File: config.mk
export PLATFORM = sky130hd
export DESIGN_NAME = exception_entry_stacker_flat
export DESIGN_NICKNAME = d
export VERILOG_FILES = /design/src/sv/ees_pkg.sv /design/src/sv/ees_req_if.sv /design/src/sv/ees_res_if.sv /design/src/sv/exception_entry_stacker.sv /design/src/sv/ees_decode.sv /design/src/sv/ees_sequencer.sv /design/src/flat_wrapper.sv
export SDC_FILE = /design/constraint.sdc
export NUM_CORES = 1
export LEC_CHECK = 0
export BUFFER_PORTS_ARGS = -buffer_cell sky130_fd_sc_hd__buf_2
export CAP_MARGIN = 10
export CORE_MARGIN = 3
export CORE_UTILIZATION = 47
export DETAILED_ROUTE_END_ITERATION = 16
export GPL_TIMING_DRIVEN = 0
export PLACE_DENSITY = 0.75
export SYNTH_ARGS = -nofsm -noshare
export SYNTH_HDL_FRONTEND = slang
export SYNTH_SLANG_ARGS = --single-unit
File: constraint.sdc
create_clock -name clk -period 13.3 [get_ports clk]
set_input_delay 2.66 -clock clk [delete_from_list [all_inputs] [get_ports clk]]
set_output_delay 2.66 -clock clk [all_outputs]
set_load 0.01 [all_outputs]
File: src/sv/ees_pkg.sv
// Shared types, codes and constants for the exception entry stacker.
// No dependencies; the other files of the block, but for the macro header, refer to it by scoped names.
package ees_pkg;

    localparam int unsigned EXC_W      = 9;
    localparam int unsigned WORD_W     = 32;
    localparam int unsigned SIZE_W     = 3;
    localparam int unsigned FLAG_W     = 4;
    localparam int unsigned SEL_W      = 3;
    localparam int unsigned BEAT_W     = 4;
    localparam int unsigned CFG_IDX_W  = 1;

    localparam logic [EXC_W-1:0] EXC_HARDFAULT = 9'd3;
    localparam logic [EXC_W-1:0] EXC_SVCALL    = 9'd11;
    localparam logic [EXC_W-1:0] EXC_PENDSV    = 9'd14;
    localparam logic [EXC_W-1:0] EXC_SYSTICK   = 9'd15;
    localparam logic [EXC_W-1:0] EXC_IRQ0      = 9'd16;

    localparam logic [WORD_W-1:0] EXC_RET_HANDLER = 32'hFFFF_FFF1;
    localparam logic [WORD_W-1:0] EXC_RET_PSP     = 32'hFFFF_FFFD;
    localparam logic [WORD_W-1:0] EXC_RET_MSP     = 32'hFFFF_FFF9;
    localparam logic [WORD_W-1:0] FRAME_BYTES     = 32'h0000_0020;

    localparam logic [CFG_IDX_W-1:0] REG_VECTOR_BASE = 1'd0;
    localparam logic [CFG_IDX_W-1:0] REG_STACK_ALIGN = 1'd1;

    localparam logic [SEL_W-1:0] SEL_LR   = 3'd5;
    localparam logic [SEL_W-1:0] SEL_WORD = 3'd6;

    localparam logic [BEAT_W-1:0] BEAT_RET  = 4'd6;
    localparam logic [BEAT_W-1:0] BEAT_PSR  = 4'd7;
    localparam logic [BEAT_W-1:0] BEAT_DONE = 4'd8;

    typedef enum logic [1:0] {
        KIND_STACK    = 2'd0,
        KIND_COMPLETE = 2'd1,
        KIND_LOCKUP   = 2'd2
    } kind_t;

    typedef struct packed {
        logic [EXC_W-1:0]  exc_number;
        logic              activate_ok;
        logic              hardfault_ok;
        logic [WORD_W-1:0] current_pc;
        logic              thumb_state;
        logic [SIZE_W-1:0] inst_size;
        logic [WORD_W-1:0] stack_pointer;
        logic [WORD_W-1:0] main_sp;
        logic [WORD_W-1:0] status_word;
        logic [FLAG_W-1:0] live_nzcv;
        logic [FLAG_W-1:0] live_ge;
        logic              stack_select;
    } req_t;

    typedef struct packed {
        logic [1:0]        result_kind;
        logic [WORD_W-1:0] write_addr;
        logic [SEL_W-1:0]  data_select;
        logic [WORD_W-1:0] data_word;
        logic [EXC_W-1:0]  taken_exc;
        logic [WORD_W-1:0] frame_sp;
        logic              frame_to_psp;
        logic [WORD_W-1:0] next_r13;
        logic [WORD_W-1:0] entry_lr;
        logic [WORD_W-1:0] vector_addr;
        logic [WORD_W-1:0] next_status;
        logic              last;
    } res_t;

    typedef struct packed {
        logic [WORD_W-1:0] vector_base;
        logic              stack_align;
    } cfg_t;

    typedef struct packed {
        logic              lockup;
        logic [EXC_W-1:0]  taken;
        logic [WORD_W-1:0] frame;
        logic [WORD_W-1:0] ret_addr;
        logic [WORD_W-1:0] stacked_psr;
        logic              to_psp;
        logic [WORD_W-1:0] next_r13;
        logic [WORD_W-1:0] entry_lr;
        logic [WORD_W-1:0] vector_addr;
        logic [WORD_W-1:0] next_status;
    } ctx_t;

endpackage

File: src/sv/ees_req_if.sv
// Request channel of the exception entry stacker: valid, ready and payload.
// Depends on ees_pkg for the payload type.
interface ees_req_if;
    logic          valid;
    logic          ready;
    ees_pkg::req_t data;

    modport source (output valid, output data, input ready);
    modport sink (input valid, input data, output ready);
endinterface

File: src/sv/ees_res_if.sv
// Result channel of the exception entry stacker: valid, ready and payload.
// Depends on ees_pkg for the payload type.
interface ees_res_if;
    logic          valid;
    logic          ready;
    ees_pkg::res_t data;

    modport source (output valid, output data, input ready);
    modport sink (input valid, input data, output ready);
endinterface

File: src/sv/exception_entry_stacker.sv
// Exception entry stacker top level: configuration registers, request
// register, decode and frame sequencer. Depends on ees_pkg, ees_req_if,
// ees_res_if, ees_decode and ees_sequencer.
//
//   channel   dir   payload                      handshake
//   req       in    ees_pkg::req_t               valid/ready
//   res       out   ees_pkg::res_t               valid/ready
//   cfg       in    cfg_index, cfg_wdata         cfg_we, no stall
//
// A request gives nine results (one for a lockup), one per cycle while the
// result channel does not stall, paced by the sequencer's beat counter.
// The first result passes the request, context and result registers after
// acceptance. The next request is taken while the current one runs.
// A stalled result holds in the result register and stops the beat counter.
// Reset clears the valid flags and sets vector_base 0, stack_align 1.
module exception_entry_stacker (
    input  logic                           clk,
    input  logic                           rst_n,
    ees_req_if.sink                        req,
    ees_res_if.source                      res,
    input  logic                           cfg_we,
    input  logic [ees_pkg::CFG_IDX_W-1:0]  cfg_index,
    input  logic [ees_pkg::WORD_W-1:0]     cfg_wdata
);

    ees_pkg::cfg_t cfg_reg;
    ees_pkg::cfg_t cfg_next;
    logic          in_valid_reg;
    logic          in_valid_next;
    ees_pkg::req_t in_reg;
    ees_pkg::ctx_t ctx;
    logic          ctx_take;
    logic          accept;

    assign req.ready = !in_valid_reg || ctx_take;
    assign accept    = req.valid && req.ready;

    always_comb
    begin
        cfg_next = cfg_reg;
        if (cfg_we)
        begin
            unique case (cfg_index)
                ees_pkg::REG_VECTOR_BASE: cfg_next.vector_base = cfg_wdata;
                ees_pkg::REG_STACK_ALIGN: cfg_next.stack_align = cfg_wdata[0];
                default: cfg_next = cfg_reg;
            endcase
        end
    end

    always_comb
    begin
        in_valid_next = in_valid_reg;
        if (ctx_take)
        begin
            in_valid_next = 1'b0;
        end
        if (accept)
        begin
            in_valid_next = 1'b1;
        end
    end

    always_ff @(posedge clk or negedge rst_n)
    begin
        if (!rst_n)
        begin
            cfg_reg.vector_base <= '0;
            cfg_reg.stack_align <= 1'b1;
            in_valid_reg        <= 1'b0;
        end
        else
        begin
            cfg_reg      <= cfg_next;
            in_valid_reg <= in_valid_next;
        end
    end

    always_ff @(posedge clk)
    begin
        if (accept)
        begin
            in_reg <= req.data;
        end
    end

    ees_decode u_decode (
        .req (in_reg),
        .cfg (cfg_reg),
        .ctx (ctx)
    );

    ees_sequencer u_sequencer (
        .clk          (clk),
        .rst_n        (rst_n),
        .ctx_valid_in (in_valid_reg),
        .ctx_in       (ctx),
        .ctx_take     (ctx_take),
        .res_valid    (res.valid),
        .res_ready    (res.ready),
        .res_data     (res.data)
    );

endmodule

File: src/sv/ees_decode.sv
// Request decode: escalation, frame address, stacked and new status words,
// LR return code and vector address, all from one registered request.
// Depends on ees_pkg.
module ees_decode (
    input  ees_pkg::req_t req,
    input  ees_pkg::cfg_t cfg,
    output ees_pkg::ctx_t ctx
);

    logic                      is_async;
    logic                      blocked;
    logic [ees_pkg::EXC_W-1:0] taken;
    logic                      in_handler;
    logic                      use_psp;
    logic                      pad;
    logic [ees_pkg::WORD_W-1:0] synced;
    logic [ees_pkg::WORD_W-1:0] frame;

    always_comb
    begin
        is_async = (req.exc_number >= ees_pkg::EXC_IRQ0)
                   || (req.exc_number == ees_pkg::EXC_PENDSV)
                   || (req.exc_number == ees_pkg::EXC_SYSTICK);
        blocked  = !req.activate_ok && !is_async;
        taken    = blocked ? ees_pkg::EXC_HARDFAULT : req.exc_number;

        in_handler = (req.status_word[8:0] != '0);
        use_psp    = !in_handler && req.stack_select;
        pad        = cfg.stack_align && req.stack_pointer[2];

        synced          = req.status_word;
        synced[31:28]   = req.live_nzcv;
        synced[19:16]   = req.live_ge;

        frame = req.stack_pointer - ees_pkg::FRAME_BYTES;
        if (cfg.stack_align)
        begin
            frame[2] = 1'b0;
        end

        ctx        = '0;
        ctx.lockup = blocked && ((req.exc_number == ees_pkg::EXC_HARDFAULT)
                                 || !req.hardfault_ok);
        ctx.taken  = taken;
        ctx.frame  = frame;

        if (taken == ees_pkg::EXC_SVCALL)
        begin
            ctx.ret_addr = req.current_pc
                           + {{(ees_pkg::WORD_W-ees_pkg::SIZE_W){1'b0}}, req.inst_size};
        end
        else
        begin
            ctx.ret_addr = req.current_pc;
        end

        ctx.stacked_psr     = synced;
        ctx.stacked_psr[24] = req.thumb_state;
        ctx.stacked_psr[9]  = pad;

        ctx.to_psp   = use_psp;
        ctx.next_r13 = use_psp ? req.main_sp : frame;

        if (in_handler)
        begin
            ctx.entry_lr = ees_pkg::EXC_RET_HANDLER;
        end
        else if (use_psp)
        begin
            ctx.entry_lr = ees_pkg::EXC_RET_PSP;
        end
        else
        begin
            ctx.entry_lr = ees_pkg::EXC_RET_MSP;
        end

        ctx.vector_addr = cfg.vector_base
                          + {{(ees_pkg::WORD_W-ees_pkg::EXC_W-2){1'b0}}, taken, 2'b00};

        ctx.next_status        = synced;
        ctx.next_status[26:25] = 2'b00;
        ctx.next_status[15:10] = 6'b0;
        ctx.next_status[8:0]   = taken;
    end

endmodule

File: src/sv/ees_sequencer.sv
// Frame sequencer: holds one decoded request, steps a beat counter through
// the eight frame writes and the completion, or gives a single lockup result, and drives the result register.
// Depends on ees_pkg.
module ees_sequencer (
    input  logic          clk,
    input  logic          rst_n,
    input  logic          ctx_valid_in,
    input  ees_pkg::ctx_t ctx_in,
    output logic          ctx_take,
    output logic          res_valid,
    input  logic          res_ready,
    output ees_pkg::res_t res_data
);

    logic                       ctx_valid_reg;
    logic                       ctx_valid_next;
    ees_pkg::ctx_t              ctx_reg;
    logic [ees_pkg::BEAT_W-1:0] beat_reg;
    logic [ees_pkg::BEAT_W-1:0] beat_next;
    logic                       out_valid_reg;
    logic                       out_valid_next;
    ees_pkg::res_t              out_reg;
    ees_pkg::res_t              beat_res;
    logic                       advance;
    logic                       load;

    assign advance  = ctx_valid_reg && (!out_valid_reg || res_ready);
    assign ctx_take = !ctx_valid_reg || (advance && beat_res.last);
    assign load     = ctx_valid_in && ctx_take;

    always_comb
    begin
        beat_res = '0;
        if (ctx_reg.lockup)
        begin
            beat_res.result_kind = ees_pkg::KIND_LOCKUP;
            beat_res.taken_exc   = ees_pkg::EXC_HARDFAULT;
            beat_res.last        = 1'b1;
        end
        else if (beat_reg == ees_pkg::BEAT_DONE)
        begin
            beat_res.result_kind  = ees_pkg::KIND_COMPLETE;
            beat_res.taken_exc    = ctx_reg.taken;
            beat_res.frame_sp     = ctx_reg.frame;
            beat_res.frame_to_psp = ctx_reg.to_psp;
            beat_res.next_r13     = ctx_reg.next_r13;
            beat_res.entry_lr     = ctx_reg.entry_lr;
            beat_res.vector_addr  = ctx_reg.vector_addr;
            beat_res.next_status  = ctx_reg.next_status;
            beat_res.last         = 1'b1;
        end
        else
        begin
            beat_res.result_kind = ees_pkg::KIND_STACK;
            beat_res.write_addr  = ctx_reg.frame
                                   + {{(ees_pkg::WORD_W-5){1'b0}}, beat_reg[2:0], 2'b00};
            if (beat_reg < ees_pkg::BEAT_RET)
            begin
                beat_res.data_select = beat_reg[ees_pkg::SEL_W-1:0];
            end
            else
            begin
                beat_res.data_select = ees_pkg::SEL_WORD;
                beat_res.data_word   = (beat_reg == ees_pkg::BEAT_RET)
                                       ? ctx_reg.ret_addr : ctx_reg.stacked_psr;
            end
        end
    end

    always_comb
    begin
        ctx_valid_next = ctx_valid_reg;
        beat_next      = beat_reg;
        out_valid_next = out_valid_reg;
        if (out_valid_reg && res_ready)
        begin
            out_valid_next = 1'b0;
        end
        if (advance)
        begin
            out_valid_next = 1'b1;
            beat_next      = beat_reg + {{(ees_pkg::BEAT_W-1){1'b0}}, 1'b1};
            if (beat_res.last)
            begin
                ctx_valid_next = 1'b0;
            end
        end
        if (load)
        begin
            ctx_valid_next = 1'b1;
            beat_next      = '0;
        end
    end

    always_ff @(posedge clk or negedge rst_n)
    begin
        if (!rst_n)
        begin
            ctx_valid_reg <= 1'b0;
            beat_reg      <= '0;
            out_valid_reg <= 1'b0;
        end
        else
        begin
            ctx_valid_reg <= ctx_valid_next;
            beat_reg      <= beat_next;
            out_valid_reg <= out_valid_next;
        end
    end

    always_ff @(posedge clk)
    begin
        if (load)
        begin
            ctx_reg <= ctx_in;
        end
        if (advance)
        begin
            out_reg <= beat_res;
        end
    end

    assign res_valid = out_valid_reg;
    assign res_data  = out_reg;

endmodule

File: src/flat_wrapper.sv
// flat-port wrapper written by rule: the top's interface ports become plain ports
module exception_entry_stacker_flat 
  (clk, rst_n, cfg_we, cfg_index, cfg_wdata, req_valid, req_data, req_ready, res_valid, res_data, res_ready);
  ees_req_if req_i ();
  ees_res_if res_i ();
  input  logic clk;
  input  logic rst_n;
  input  logic cfg_we;
  input  logic [ees_pkg::CFG_IDX_W-1:0] cfg_index;
  input  logic [ees_pkg::WORD_W-1:0] cfg_wdata;
  input wire logic [$bits(req_i.valid)-1:0] req_valid;
  input wire logic [$bits(req_i.data)-1:0] req_data;
  output wire logic [$bits(req_i.ready)-1:0] req_ready;
  output wire logic [$bits(res_i.valid)-1:0] res_valid;
  output wire logic [$bits(res_i.data)-1:0] res_data;
  input wire logic [$bits(res_i.ready)-1:0] res_ready;
  assign req_i.valid = req_valid;
  assign req_i.data = req_data;
  assign req_ready = req_i.ready;
  assign res_valid = res_i.valid;
  assign res_data = res_i.data;
  assign res_i.ready = res_ready;
  exception_entry_stacker u_core (.clk(clk), .rst_n(rst_n), .req(req_i), .res(res_i), .cfg_we(cfg_we), .cfg_index(cfg_index), .cfg_wdata(cfg_wdata));
endmodule
# Yosys cells after proc, flatten, opt, wreduce, memory -nomap -nowiden
# Index checks and enable logic that the tools add are counted.
# word_totals
register_bits	647
wordCells	111
# classes
addsub	5
magnitude_cmp	2
n_eq_ne	6
muxes	19
n_bitwise	3
reduce_logical	34
# op_table
cell	count
$mux W164	1
$mux W32	3
$add A32 B11 Y32	1
$add A32 B3 Y32	1
$add A32 B5 Y32	1
$sub A32 B6 Y32 const B	1
$eq A9 B4 Y1 const B	3
$mux W1	10
$eq A9 B2 Y1 const B	1
$ge A9 B5 Y1 const B	1
$logic_and A1 B1 Y1	9
$mux W9	1
$reduce_bool A9 Y1	1
$mux W4	2
$reduce_bool A2 Y1	4
$logic_not A1 Y1	7
$logic_or A1 B1 Y1	6
$mux W3	2
$reduce_and A2 Y1	3
$reduce_or A3 Y1	2
$add A4 B1 Y4 const B	1
$eq A4 B3 Y1 const B	1
$eq A4 B4 Y1 const B	1
$lt A4 B3 Y1 const B	1
other kinds (2)	5

# Depth between registers and ports, before layout
# Gate-level depths: netlist of run 1.
# depth
word_depth	8
ltp_mapped	11

# Cells and area by module
# A second synthesis of run 1 with hierarchy kept.
# hier_totals
hier_cells	1648
area_unflattened_um2	26395.3
# by_module_without_submodules
mod	n_inst	cells_each	area_per_inst_um2	seq_area_each_um2
ees_sequencer	1	946	17088.9	14413.8
exception_entry_stacker	1	228	6008.3	5416.4
ees_decode	1	474	3298.2	0.0

# Worst setup path after synthesis of run 1
# Ideal clock, no wire load.
# synth_timing
path_type	input port to flip-flop
start	input res_ready
end	register u_core.u_sequencer.beat_reg[3] in the netlist's numbering
arrival_ns	9.154
slack_ns	3.776
path_stages	6
path_buffers	1
cell_sequence	nand2b_1 and2_1 clkbuf_1 nand4_1 xor2_1 nor2_1
# synth_between
elab_chain_len	6
elab_cells_between_ends	7
cone_classes	mux (1); reduce/logical (6)
# synth_lines
element	line	rtl
from (decl)	flat_wrapper.sv:16	input wire logic [$bits(res_i.ready)-1:0] res_ready;
$logic_or A1 B1 Y1 *	ees_sequencer.sv:27	assign advance = ctx_valid_reg && (!out_valid_reg || res_ready);
$logic_and A1 B1 Y1 *	ees_sequencer.sv:27	
named net u_core.u_sequencer.advance	ees_sequencer.sv:24	logic advance;
$logic_and A1 B1 Y1	ees_sequencer.sv:28	assign ctx_take = !ctx_valid_reg || (advance && beat_res.last);
$logic_or A1 B1 Y1	ees_sequencer.sv:28	
$logic_and A1 B1 Y1	ees_sequencer.sv:29	assign load = ctx_valid_in && ctx_take;
$mux W4 / $reduce_bool A2 Y1 (equally long branches)	n/a	
to (signal assigned)	ees_sequencer.sv:106	beat_reg <= beat_next;
to (decl)	ees_sequencer.sv:18	logic [ees_pkg::BEAT_W-1:0] beat_reg;
# The timed path passes the listed nets; every way through them passes the cells marked *.
# A chain may end at the register's enable or synchronous reset.

# Worst setup path in the final report of run 1
# layout_timing
start	input res_ready
end	output req_ready
# layout_between
elab_chain_len	5
# layout_lines
element	line	rtl
$logic_or A1 B1 Y1	ees_sequencer.sv:27	
$logic_and A1 B1 Y1	ees_sequencer.sv:27	
$logic_and A1 B1 Y1	ees_sequencer.sv:28	
$logic_or A1 B1 Y1	ees_sequencer.sv:28	
$logic_or A1 B1 Y1	exception_entry_stacker.sv:35	assign req.ready = !in_valid_reg || ctx_take;
to (decl)	flat_wrapper.sv:13	output wire logic [$bits(req_i.ready)-1:0] req_ready;
# Every way passes these cells.

==> flow_metrics.env, run 1 <==
export IMPL_detailroute_via_count=12800
export IMPL_core_rowCount=78
export IMPL_total_core_area_mm2=0.0457
export IMPL_finalSetupViolCount=0
export IMPL_design_die_area_mm2=0.0492
export IMPL_final_hold_violation_count=0
export IMPL_post_place_cells=2423
export IMPL_cts_tree="yes"
export IMPL_synthesis_yosys_warnings=0
export IMPL_drt_iter0_markers=856
export IMPL_postRouteAntennaNets=0
export IMPL_max_vdd_ir_drop_mv=0.154
export IMPL_synth_most_common_cell="sky130_fd_sc_hd__edfxtp_1"
export IMPL_dp_hpwl_um=35800
export IMPL_tightest_slew_ns=1.03
export IMPL_post_route_worst_hold_slack_ns=0.418
export IMPL_grtUsageMet1_pct=25.0
export IMPL_crit_path_cell_trace="buf_2, nand2b_1, nand2_1, nand3_1, buf_2"
export IMPL_cts_root_buffer="sky130_fd_sc_hd__clkbuf_16"
export IMPL_num_nets_final=2091
export IMPL_run_status="finished clean"
export IMPL_final_critical_path_setup_slack_ns=7.28
export IMPL_htree_num_levels=2
export IMPL_synth_largest_area_cell="sky130_fd_sc_hd__edfxtp_1"
export IMPL_fin_setup_tns_ns=0
export IMPL_numCtsBuffers=55
export IMPL_post_synth_main_area_contributors="sky130_fd_sc_hd__edfxtp_1 (71%), sky130_fd_sc_hd__dfrtp_1 (4.5%), sky130_fd_sc_hd__and2_1 (3.7%)"
export IMPL_hold_class="register to register"
export IMPL_die_width_um=222
export IMPL_synthArstFlopShare_pct=7.21
export IMPL_critical_path_max_stage_delay_ns=0.18
export IMPL_power_per_cell_area_mw_per_mm2=157
export IMPL_detail_route_vias_per_cell=5.06
export IMPL_finish_utilization_pct=58.5
export IMPL_report_final_slew_viol_count=0
export IMPL_drc_errors=0
export IMPL_period_needed_ns=6.02
export IMPL_largest_register_ff_count=196
export IMPL_groute_layer_met2_usage_pct=34.1
export IMPL_path_common_cell="sky130_fd_sc_hd__buf_2"
export IMPL_first_global_vias=13000
export IMPL_synth_common_cells="sky130_fd_sc_hd__edfxtp_1 (515), sky130_fd_sc_hd__and2_1 (128), sky130_fd_sc_hd__nand2_1 (119), sky130_fd_sc_hd__xnor2_1 (69)"
export IMPL_clock_sinks=555
export IMPL_synth_seq_cells=555
export IMPL_critPathKind="primary input to output pin"
export IMPL_routed_wl_per_cell_um=19.4
export IMPL_maximum_clock_rate_ghz=0.166
export IMPL_synth_to_layout_area_growth_pct=22.2
export IMPL_critical_path_slowest_cell="sky130_fd_sc_hd__nand2b_1"
export IMPL_pin_count_of_the_biggest_net_entering_global_routing=63
export IMPL_pre_repair_dr_iteration_count=6
export IMPL_preCtsSetupSlack_ns=7.27
export IMPL_end_kind="output pin"
export IMPL_antenna_violations_before_repair=6
export IMPL_postSynthCellCount=1393
export IMPL_floorplan_initialDensity_pct=47.9
export IMPL_worst_rel_slew_slack_pct=31.3
export IMPL_die_y_um=222
export IMPL_totalWireLength_um=49200
export IMPL_timing_critical_path_max_delay_family="simple AND/OR/NAND/NOR gates"
export IMPL_drive_gt1_share_pct=33.0
export IMPL_number_of_flops_mapped_to_enable_cells_by_yosys=515
export IMPL_filler_instances=3491
export IMPL_clkLatencyLatePin_ns=0.58
export IMPL_synth_area_per_cell_um2=15.7
export IMPL_gp_congestion=0.943
export IMPL_ctsLongestPathBuffers=3
export IMPL_grt_total_usage_pct=19.7
export IMPL_maxCapViolations=0
export IMPL_final_cells=2528
export IMPL_crit_fanout=3
export IMPL_static_leakage_power_nw=10.4
export IMPL_critPathLaunchType="primary input"
export IMPL_post_route_skew_ns=0.0127
export IMPL_netlist_area_leader_share_pct=70.7
export IMPL_arrival_time_of_data_at_the_critical_path_endpoint_ns=3.36
export IMPL_cts_setup_buffers=0
export IMPL_timing_critical_path_required_ns=10.64
export IMPL_cts_resized_gates=0
export IMPL_post_synth_instance_area_mm2=0.0219
export IMPL_grt_busiest_layer="met2"
export IMPL_synth_yosys_seq_area_share_pct=75.3
export IMPL_synth_lib_cells_used_distinct=54
export IMPL_place_port_buffers=414
export IMPL_rsz0062_at_grt="false"
export IMPL_cts_hold_buf=0
export IMPL_final_clock_period_utilization_by_the_worst_path_pct=45.3
export IMPL_yosys_most_used_dff="sky130_fd_sc_hd__edfxtp_1"
export IMPL_grt_pass1_wl_um=74900
export IMPL_grt_overflow=0
export IMPL_num_io_pins=432
export IMPL_clk_pin_slew_ns=0.06
export IMPL_grt_use_met3_pct=3.73
export IMPL_cp_buffers_inverters=2
-- through the flow --
step | total power [mW] | instance area (µm²)
2_1_floorplan | 2.52 | 21900
3_3_place_gp | 2.73 | 24700
3_5_place_dp | 2.72 | 24900
4_1_cts | 4.23 | 26700
5_1_grt | 4.36 | 26700
6_report | 4.18 | 26700
-- cell families (layout without fill, tap and decap cells) --
| logic type | Yosys count | count (layout) | synth area share, % |
|---|---|---|---|
| other | 1 | 11 | 0.0171 |
| multiplexers | 61 | 61 | 3.14 |
| adder cells (fa/ha/maj) | 22 | 22 | 1.35 |
| XOR/XNOR | 113 | 113 | 4.53 |
| flip-flops | 555 | 555 | 75.3 |
| AO/OA/AOI/OAI | 75 | 75 | 1.94 |
| buffers and inverters | 110 | 635 | 2.67 |
| AND/OR/NAND/NOR | 456 | 456 | 11.1 |
-- final cells by class --
class / count / area (µm²) / area share, %
Clock inverter: 36 / 305 / 1.14
Sequential cell: 555 / 16500 / 61.6
Buffer: 87 / 505 / 1.89
Multi-Input combinational cell: 736 / 4850 / 18.2
Clock buffer: 67 / 1460 / 5.48
Antenna cell: 2 / 5.00 / 0.0187
Timing Repair Buffer: 422 / 2280 / 8.55
Inverter: 23 / 86.3 / 0.323
Tap cell: 600 / 751 / 2.81
-- power by group --
part           leakage, nW  internal [mW]  switching, mW
combinational         4.10          0.184          0.283
sequential            5.46           2.13         0.0859
clock                0.862          0.864          0.639
total                 10.4           3.17           1.01
-- per-layer routing --
| layer | share of wire (%) | routed length (µm) |
|---|---|---|
| met1 | 40 | 19700 |
| met4 | 3.2 | 1560 |
| met3 | 6.1 | 3010 |
| met5 | 0.12 | 58 |
| met2 | 51 | 24800 |
-- layout by cell type (no fill, tap or decap), types with 47 or more instances in the layout --
cell type	n
sky130_fd_sc_hd__nand2_1	119
sky130_fd_sc_hd__buf_2	414
sky130_fd_sc_hd__clkbuf_1	47
sky130_fd_sc_hd__a21oi_1	51
sky130_fd_sc_hd__edfxtp_1	515
sky130_fd_sc_hd__xnor2_1	69
sky130_fd_sc_hd__nor2_1	61
sky130_fd_sc_hd__mux2_2	61
sky130_fd_sc_hd__clkbuf_16	57
sky130_fd_sc_hd__and2_1	127
-- path summary, 6_finish.rpt --
check	cells past startpoint	slack (ns)	start	to
max	5	7.28	res_ready	req_ready
min	0	0.42	u_core.in_reg[23]	u_core.u_sequencer.ctx_reg[143]
max reg2reg	11	9.67	u_core.u_sequencer.beat_reg[1]	u_core.u_sequencer.ctx_reg[156]
min reg2reg	0	0.42	u_core.in_reg[23]	u_core.u_sequencer.ctx_reg[143]
max in group asynchronous	1	10.40	rst_n	u_core.u_sequencer.beat_reg[0]
min in group asynchronous	1	2.26	rst_n	u_core.cfg_reg[10]
Note: power is estimated with default switching activity, not from simulation.
==> run 2, diff against run 1 <==
Settings changed: ABC_AREA from default to 1, PLACE_DENSITY 0.75 to 0.74.
Clock period 13.3 ns to 5.7 ns, I/O delays scaled along.
==> run 2 against run 1 <==
  * Clock power grew 150%
  * Synthesized cell count grew 39%
  * Wire length grew 22%
  * Via count grew 23%
  * Register-to-register slack lost 7.6 ns
  * Sequential cell count is the same
  * Worst hold slack is essentially flat
  * Setup slack lost 5.8 ns
  * Cell count grew 24%
  * Core utilization grew 0.29 points
  * Critical path type is now register to output pin
  * Largest cell class unchanged
  * Highest routed layer unchanged
==> flow_metrics.env, run 2 <==
export IMPL_run_status="finished clean"
export IMPL_synth_most_common_cell="sky130_fd_sc_hd__edfxtp_1"
export IMPL_critPathKind="register to output pin"
export IMPL_final_cells=3136
export IMPL_dp_hpwl_um=45200
export IMPL_finalSetupViolCount=0
export IMPL_synth_to_layout_area_growth_pct=22.0
export IMPL_num_nets_final=2639
export IMPL_clock_sinks=555
export IMPL_multi_input_comb_area_mm2=0.00541
export IMPL_postRouteAntennaNets=0
export IMPL_internal_power_mw=9.45
export IMPL_die_width_um=229
export IMPL_clk_pin_slew_ns=0.06
export IMPL_hold_class="register to register"
export IMPL_netlist_area_leader_share_pct=66.4
export IMPL_detail_route_vias_per_cell=5.03
export IMPL_core_rowCount=80
export IMPL_path_common_cell="sky130_fd_sc_hd__inv_1"
export IMPL_final_hold_violation_count=0
export IMPL_grt_total_usage_pct=22.7
export IMPL_post_route_skew_ns=0.0125
export IMPL_end_kind="output pin"
export IMPL_num_io_pins=432
export IMPL_rsz0062_at_grt="false"
export IMPL_pwr_share_seq_pct=48.8
export IMPL_layout_cells_most_common="sky130_fd_sc_hd__edfxtp_1"
export IMPL_timing_critical_path_required_ns=4.56
export IMPL_ff_latch_area_mm2=0.0165
export IMPL_tightest_slew_ns=1.06
export IMPL_first_global_vias=15700
export IMPL_totalWireLength_um=59900
export IMPL_gp_congestion=0.904
export IMPL_drc_errors=0
export IMPL_worst_rel_slew_slack_pct=29.1
export IMPL_p_comb_share_pct=24.0
export IMPL_filler_instances=3911
export IMPL_synth_yosys_seq_area_share_pct=70.7
export IMPL_drt_iter0_markers=1503
export IMPL_number_of_flops_mapped_to_enable_cells_by_yosys=515
export IMPL_htree_num_levels=2
export IMPL_antenna_violations_before_repair=11
export IMPL_place_port_buffers=414
export IMPL_stdcell_area_mm2=0.0284
export IMPL_report_final_slew_viol_count=0
export IMPL_power_switching_mw=4.32
export IMPL_synthArstFlopShare_pct=7.21
export IMPL_yosys_most_used_dff="sky130_fd_sc_hd__edfxtp_1"
export IMPL_drive_gt1_share_pct=27.1
export IMPL_ctsLongestPathBuffers=3
export IMPL_post_synth_main_area_contributors="sky130_fd_sc_hd__edfxtp_1 (66%), sky130_fd_sc_hd__nand2_1 (6.5%), sky130_fd_sc_hd__dfrtp_1 (4.2%)"
export IMPL_largest_register_ff_count=196
export IMPL_cts_root_buffer="sky130_fd_sc_hd__clkbuf_16"
export IMPL_grt_overflow=0
export IMPL_die_y_um=229
export IMPL_postSynthCellCount=1937
export IMPL_fin_setup_tns_ns=0
export IMPL_synth_largest_area_cell="sky130_fd_sc_hd__edfxtp_1"
export IMPL_post_place_cells=3027
export IMPL_cts_tree="yes"
export IMPL_critPathLaunchType="register"
export IMPL_share_of_total_power_in_the_clock_network_pct=27.2
export IMPL_cts_setup_buffers=0
export IMPL_crit_fanout=6
export IMPL_period_needed_ns=4.17
export IMPL_design_die_area_mm2=0.0523
export IMPL_routed_wl_per_cell_um=19.1
export IMPL_numCtsBuffers=55
export IMPL_grt_pass1_wl_um=90800
export IMPL_arrival_time_of_data_at_the_critical_path_endpoint_ns=3.03
export IMPL_floorplan_initialDensity_pct=48.2
export IMPL_static_leakage_power_nw=12.2
export IMPL_detailroute_via_count=15800
export IMPL_post_synth_instance_area_mm2=0.0233
export IMPL_synthesis_yosys_warnings=0
export IMPL_power_switching_fraction_pct=31.3
export IMPL_max_vdd_ir_drop_mv=0.292
export IMPL_synth_lib_cells_used_distinct=53
export IMPL_critical_path_slowest_cell="sky130_fd_sc_hd__dfrtp_1"
export IMPL_final_critical_path_setup_slack_ns=1.53
export IMPL_pin_count_of_the_biggest_net_entering_global_routing=94
export IMPL_synth_seq_cells=555
export IMPL_clkLatencyLatePin_ns=0.60
export IMPL_preCtsSetupSlack_ns=1.75
export IMPL_pre_repair_dr_iteration_count=6
export IMPL_cts_resized_gates=0
export IMPL_placement_cell_area_mm2=0.0265
export IMPL_critical_path_max_stage_delay_ns=0.46
export IMPL_most_common_layout_cells="sky130_fd_sc_hd__edfxtp_1 (515), sky130_fd_sc_hd__buf_2 (425), sky130_fd_sc_hd__nand2_1 (399)"
export IMPL_maximum_clock_rate_ghz=0.240
export IMPL_synth_common_cells="sky130_fd_sc_hd__edfxtp_1 (515), sky130_fd_sc_hd__nand2_1 (401), sky130_fd_sc_hd__inv_1 (234), sky130_fd_sc_hd__nor2_1 (234), sky130_fd_sc_hd__a21oi_1 (73)"
export IMPL_cts_hold_buf=0
export IMPL_power_per_cell_area_mw_per_mm2=484
export IMPL_maxCapViolations=0
export IMPL_final_clock_period_utilization_by_the_worst_path_pct=73.2
export IMPL_crit_path_cell_trace="inv_1, ha_1, nand3_1, inv_1, nor2_2, inv_1, a21oi_1, nand2_1, buf_2"
export IMPL_total_core_area_mm2=0.0483
export IMPL_synth_area_per_cell_um2=12.0
==> run 2: cell types whose count changed in the layout (fill, tap and decap cells not counted), moves of 19 or more <==
cell	change
sky130_fd_sc_hd__inv_1	+210
sky130_fd_sc_hd__a21oi_1	+22
sky130_fd_sc_hd__mux2_2	-43
sky130_fd_sc_hd__xnor2_1	-51
sky130_fd_sc_hd__and2_1	-124
sky130_fd_sc_hd__o21ai_0	+19
sky130_fd_sc_hd__nand2_1	+280
sky130_fd_sc_hd__nor2_1	+172
==> run 2: cell type report <==
type	instances	share of cell area (%)
antenna	8	0.0704
buffer	89	1.92
clock buffer	61	5.03
clock inverter	40	1.59
inverter	244	3.30
multi-input combinational	1057	19.0
sequential	555	57.9
tap	656	2.89
timing repair buffer	426	8.21
==> run 2: cells by family (layout without fill, tap and decap cells) <==
kind of cell | after synthesis | after routing | synth area share [%]
multiplexers | 18 | 18 | 0.870
AND/OR/NAND/NOR | 823 | 823 | 15.6
flip-flops | 555 | 555 | 70.7
XOR/XNOR | 69 | 69 | 2.63
AO/OA/AOI/OAI | 117 | 117 | 2.65
buffers and inverters | 333 | 860 | 6.28
adder cells (fa/ha/maj) | 21 | 21 | 1.22
other | 1 | 17 | 0.0161
==> run 2: critical path, delay by kind of cell (launching register included) <==
kind | cells | cell delay, ns
AND/OR/NAND/NOR | 3 | 0.75
buffers and inverters | 4 | 0.64
AO/OA/AOI/OAI | 1 | 0.39
flip-flops | 1 | 0.46
adder cells (fa/ha/maj) | 1 | 0.20
==> run 2: layer usage <==
metal  vias to the layer above  part of all wire, %  wire length, µm  global-route usage, %
met1                      7531                   41            24400                   29.5
met3                       141                  7.7             4590                   5.13
li1                       7443                    -                -                      -
met5                         -                0.099               59                      0
met2                       657                   48            28600                   37.3
met4                        10                  3.8             2280                   8.66
==> run 2: stage by stage <==
stage	hold WS [ns]	utilization (%)	power, mW
global placement	0.400	54.3	10.0
floorplan	0.400	-	8.62
global route	0.426	58.8	14.5
CTS	0.417	58.7	13.9
detailed placement	0.405	54.9	10.1
finish	0.418	58.8	13.8
==> run 2: path summary, 6_finish.rpt <==
kind                                                 from                               to  slack, ns  cells past startpoint
hold / removal                          u_core.in_reg[31]  u_core.u_sequencer.ctx_reg[151]       0.42                      0
setup reg to reg           u_core.u_sequencer.beat_reg[1]  u_core.u_sequencer.ctx_reg[134]       2.10                     11
setup / recovery           u_core.u_sequencer.beat_reg[1]                        req_ready       1.53                      9
max in group asynchronous                           rst_n                u_core.cfg_reg[3]       4.36                      1
hold reg to reg                         u_core.in_reg[31]  u_core.u_sequencer.ctx_reg[151]       0.42                      0
min in group asynchronous                           rst_n               u_core.cfg_reg[22]       0.72                      1
==> run 2: power by group through the flow <==
stage	registers, mW	logic, mW	clock network (mW)
2_1_floorplan	6.98	1.63	0
6_report	6.72	3.30	3.74
3_5_place_dp	6.79	3.31	0
4_1_cts	6.72	3.33	3.83
5_1_grt	6.84	3.63	3.99
3_3_place_gp	6.99	3.04	0
==> run 3, diff against run 2 <==
Settings changed: ABC_AREA 1 to 0, PLACE_DENSITY 0.74 to 0.77.
Clock period 5.7 ns to 3.5 ns, I/O delays scaled along.
==> run 3 against run 2 <==
  * First-iteration DRC count fell by 39%
  * Worst hold slack got worse by 0.14 ns
  * Core utilization fell by 0.38 points
  * Largest power group unchanged
  * Sequential power rose by 25%
  * Critical path depth rose by 1
  * Combinational power fell by 47%
==> flow_metrics.env, run 3 (synthesis results as in run 1) <==
export IMPL_run_status="finished clean"
export IMPL_post_route_skew_ns=0.0274
export IMPL_drive_gt1_share_pct=33.0
export IMPL_grt_total_usage_pct=19.8
export IMPL_crit_path_cell_trace="nor4_2, nand3_1, and2_1, ha_1, a21oi_1, o21ai_0, o2bb2ai_1, or2_2, and3_1, xor2_1"
export IMPL_clk_pin_slew_ns=0.07
export IMPL_routed_wl_per_cell_um=19.5
export IMPL_worst_r2r_setup_slack_ns=0.18
export IMPL_tightest_slew_ns=1.00
export IMPL_antenna_violations_before_repair=9
export IMPL_dp_hpwl_um=35100
export IMPL_critical_path_max_stage_delay_ns=0.49
export IMPL_num_io_pins=432
export IMPL_gp_congestion=0.904
export IMPL_final_critical_path_setup_slack_ns=0.183
export IMPL_numCtsBuffers=54
export IMPL_static_leakage_power_nw=10.4
export IMPL_ctsLongestPathBuffers=3
export IMPL_die_width_um=222
export IMPL_maxCapViolations=0
export IMPL_pin_count_of_the_biggest_net_entering_global_routing=105
export IMPL_stdcell_area_mm2=0.0267
export IMPL_place_port_buffers=414
export IMPL_detail_route_vias_per_cell=5.05
export IMPL_synth_to_layout_area_growth_pct=22.0
export IMPL_final_clock_period_utilization_by_the_worst_path_pct=94.8
export IMPL_beginning_of_the_worst_register_to_register_path="u_core.in_reg[151]"
export IMPL_crit_fanout=5
export IMPL_pre_repair_dr_iteration_count=7
export IMPL_design_die_area_mm2=0.0492
export IMPL_rsz0062_at_grt="false"
export IMPL_worst_setup_path_startpoint="u_core.in_reg[151]"
export IMPL_grt_overflow=0
export IMPL_most_common_layout_cells="sky130_fd_sc_hd__edfxtp_1 (515), sky130_fd_sc_hd__buf_2 (414), sky130_fd_sc_hd__and2_1 (127)"
export IMPL_hold_class="primary input to register"
export IMPL_post_place_cells=2419
export IMPL_arrival_time_of_data_at_the_critical_path_endpoint_ns=3.64
export IMPL_core_rowCount=78
export IMPL_maximum_clock_rate_ghz=0.301
export IMPL_report_final_slew_viol_count=0
export IMPL_multi_input_comb_area_mm2=0.00485
export IMPL_first_global_vias=12900
export IMPL_cts_hold_buf=0
export IMPL_critPathKind="register to register"
export IMPL_period_needed_ns=3.32
export IMPL_ff_latch_area_mm2=0.0165
export IMPL_cp_buffers_inverters=0
export IMPL_num_nets_final=2085
export IMPL_largest_register_ff_count=196
export IMPL_postRouteAntennaNets=0
export IMPL_layout_cells_most_common="sky130_fd_sc_hd__edfxtp_1"
export IMPL_die_y_um=222
export IMPL_reg2reg_depth=10
export IMPL_critical_path_slowest_cell="sky130_fd_sc_hd__edfxtp_1"
export IMPL_total_core_area_mm2=0.0457
export IMPL_htree_num_levels=2
export IMPL_cts_root_buffer="sky130_fd_sc_hd__clkbuf_16"
export IMPL_worst_setup_path_endpoint="u_core.u_sequencer.ctx_reg[54]"
export IMPL_worst_rel_slew_slack_pct=33.1
export IMPL_worst_r2r_endpoint="u_core.u_sequencer.ctx_reg[54]"
export IMPL_drc_errors=0
export IMPL_grt_pass1_wl_um=75100
export IMPL_final_hold_violation_count=0
export IMPL_timing_critical_path_required_ns=3.82
export IMPL_critPathLaunchType="register"
export IMPL_totalWireLength_um=49100
export IMPL_end_kind="register"
export IMPL_power_per_cell_area_mw_per_mm2=599
export IMPL_fin_setup_tns_ns=0
export IMPL_preCtsSetupSlack_ns=-0.0391
export IMPL_final_cells=2523
export IMPL_worst_path_stages=10
export IMPL_finalSetupViolCount=0
export IMPL_power_mw=16.0
export IMPL_clkLatencyLatePin_ns=0.60
export IMPL_clock_sinks=555
export IMPL_max_vdd_ir_drop_mv=0.573
export IMPL_timing_critical_path_max_delay_family="simple AND/OR/NAND/NOR gates"
export IMPL_drt_iter0_markers=914
export IMPL_filler_instances=3454
export IMPL_detailroute_via_count=12700
export IMPL_cts_tree="yes"
export IMPL_floorplan_initialDensity_pct=47.9
export IMPL_placement_cell_area_mm2=0.0249
==> run 3: through the flow <==
step	utilization, %	hold WS (ns)
after floorplan	-	0.400
after global placement	54.2	0.403
after detailed placement	54.4	0.405
after CTS	58.4	0.236
after global routing	58.4	0.247
final	58.4	0.276
==> run 3: metal layers <==
| layer | up-vias | part of all wire [%] | track usage [%] |
|---|---|---|---|
| met3 | 103 | 7.1 | 4.18 |
| li1 | 5956 | - | - |
| met4 | 4 | 3.5 | 7.93 |
| met5 | - | 0.055 | 0 |
| met2 | 512 | 50 | 33.6 |
| met1 | 6168 | 39 | 25.0 |
==> run 3: how the worst min path moves through the flow <==
stage	cells after the start	slack, ns	end	from
2_1_floorplan	0	0.40	u_core.cfg_reg[10]	rst_n
3_3_place_gp	0	0.40	u_core.u_sequencer.ctx_reg[141]	u_core.in_reg[21]
3_5_place_dp	0	0.40	u_core.u_sequencer.ctx_reg[153]	u_core.in_reg[108]
4_1_cts	1	0.24	u_core.in_reg[60]	req_data[60]
5_1_grt	1	0.25	u_core.in_reg[58]	req_data[58]
6_report	1	0.28	u_core.in_reg[60]	req_data[60]
==> run 3: final cells by class <==
cell class	instances	area share [%]
inverters	23	0.324
diodes	7	0.0657
repair buffers	418	8.18
multi-input cells	736	18.2
clock inverters	38	1.47
clock buffers	60	5.23
plain buffers	86	2.01
well taps	600	2.81
flip-flops and latches	555	61.7
==> run 3: where the power goes <==
part           internal (mW)  switching [mW]  total [mW]
registers               8.08           0.333        8.41
logic                  0.682            1.07        1.76
clock network           3.39            2.42        5.82
total                   12.2            3.83        16.0
==> run 3: repair_timing <==
action | 4_1_cts | 5_1_grt
buffers inserted | 0 | 0
setup endpoints to repair | 86 | 131
resized for setup | 1 | 0
hold endpoints to repair | 0 | 0
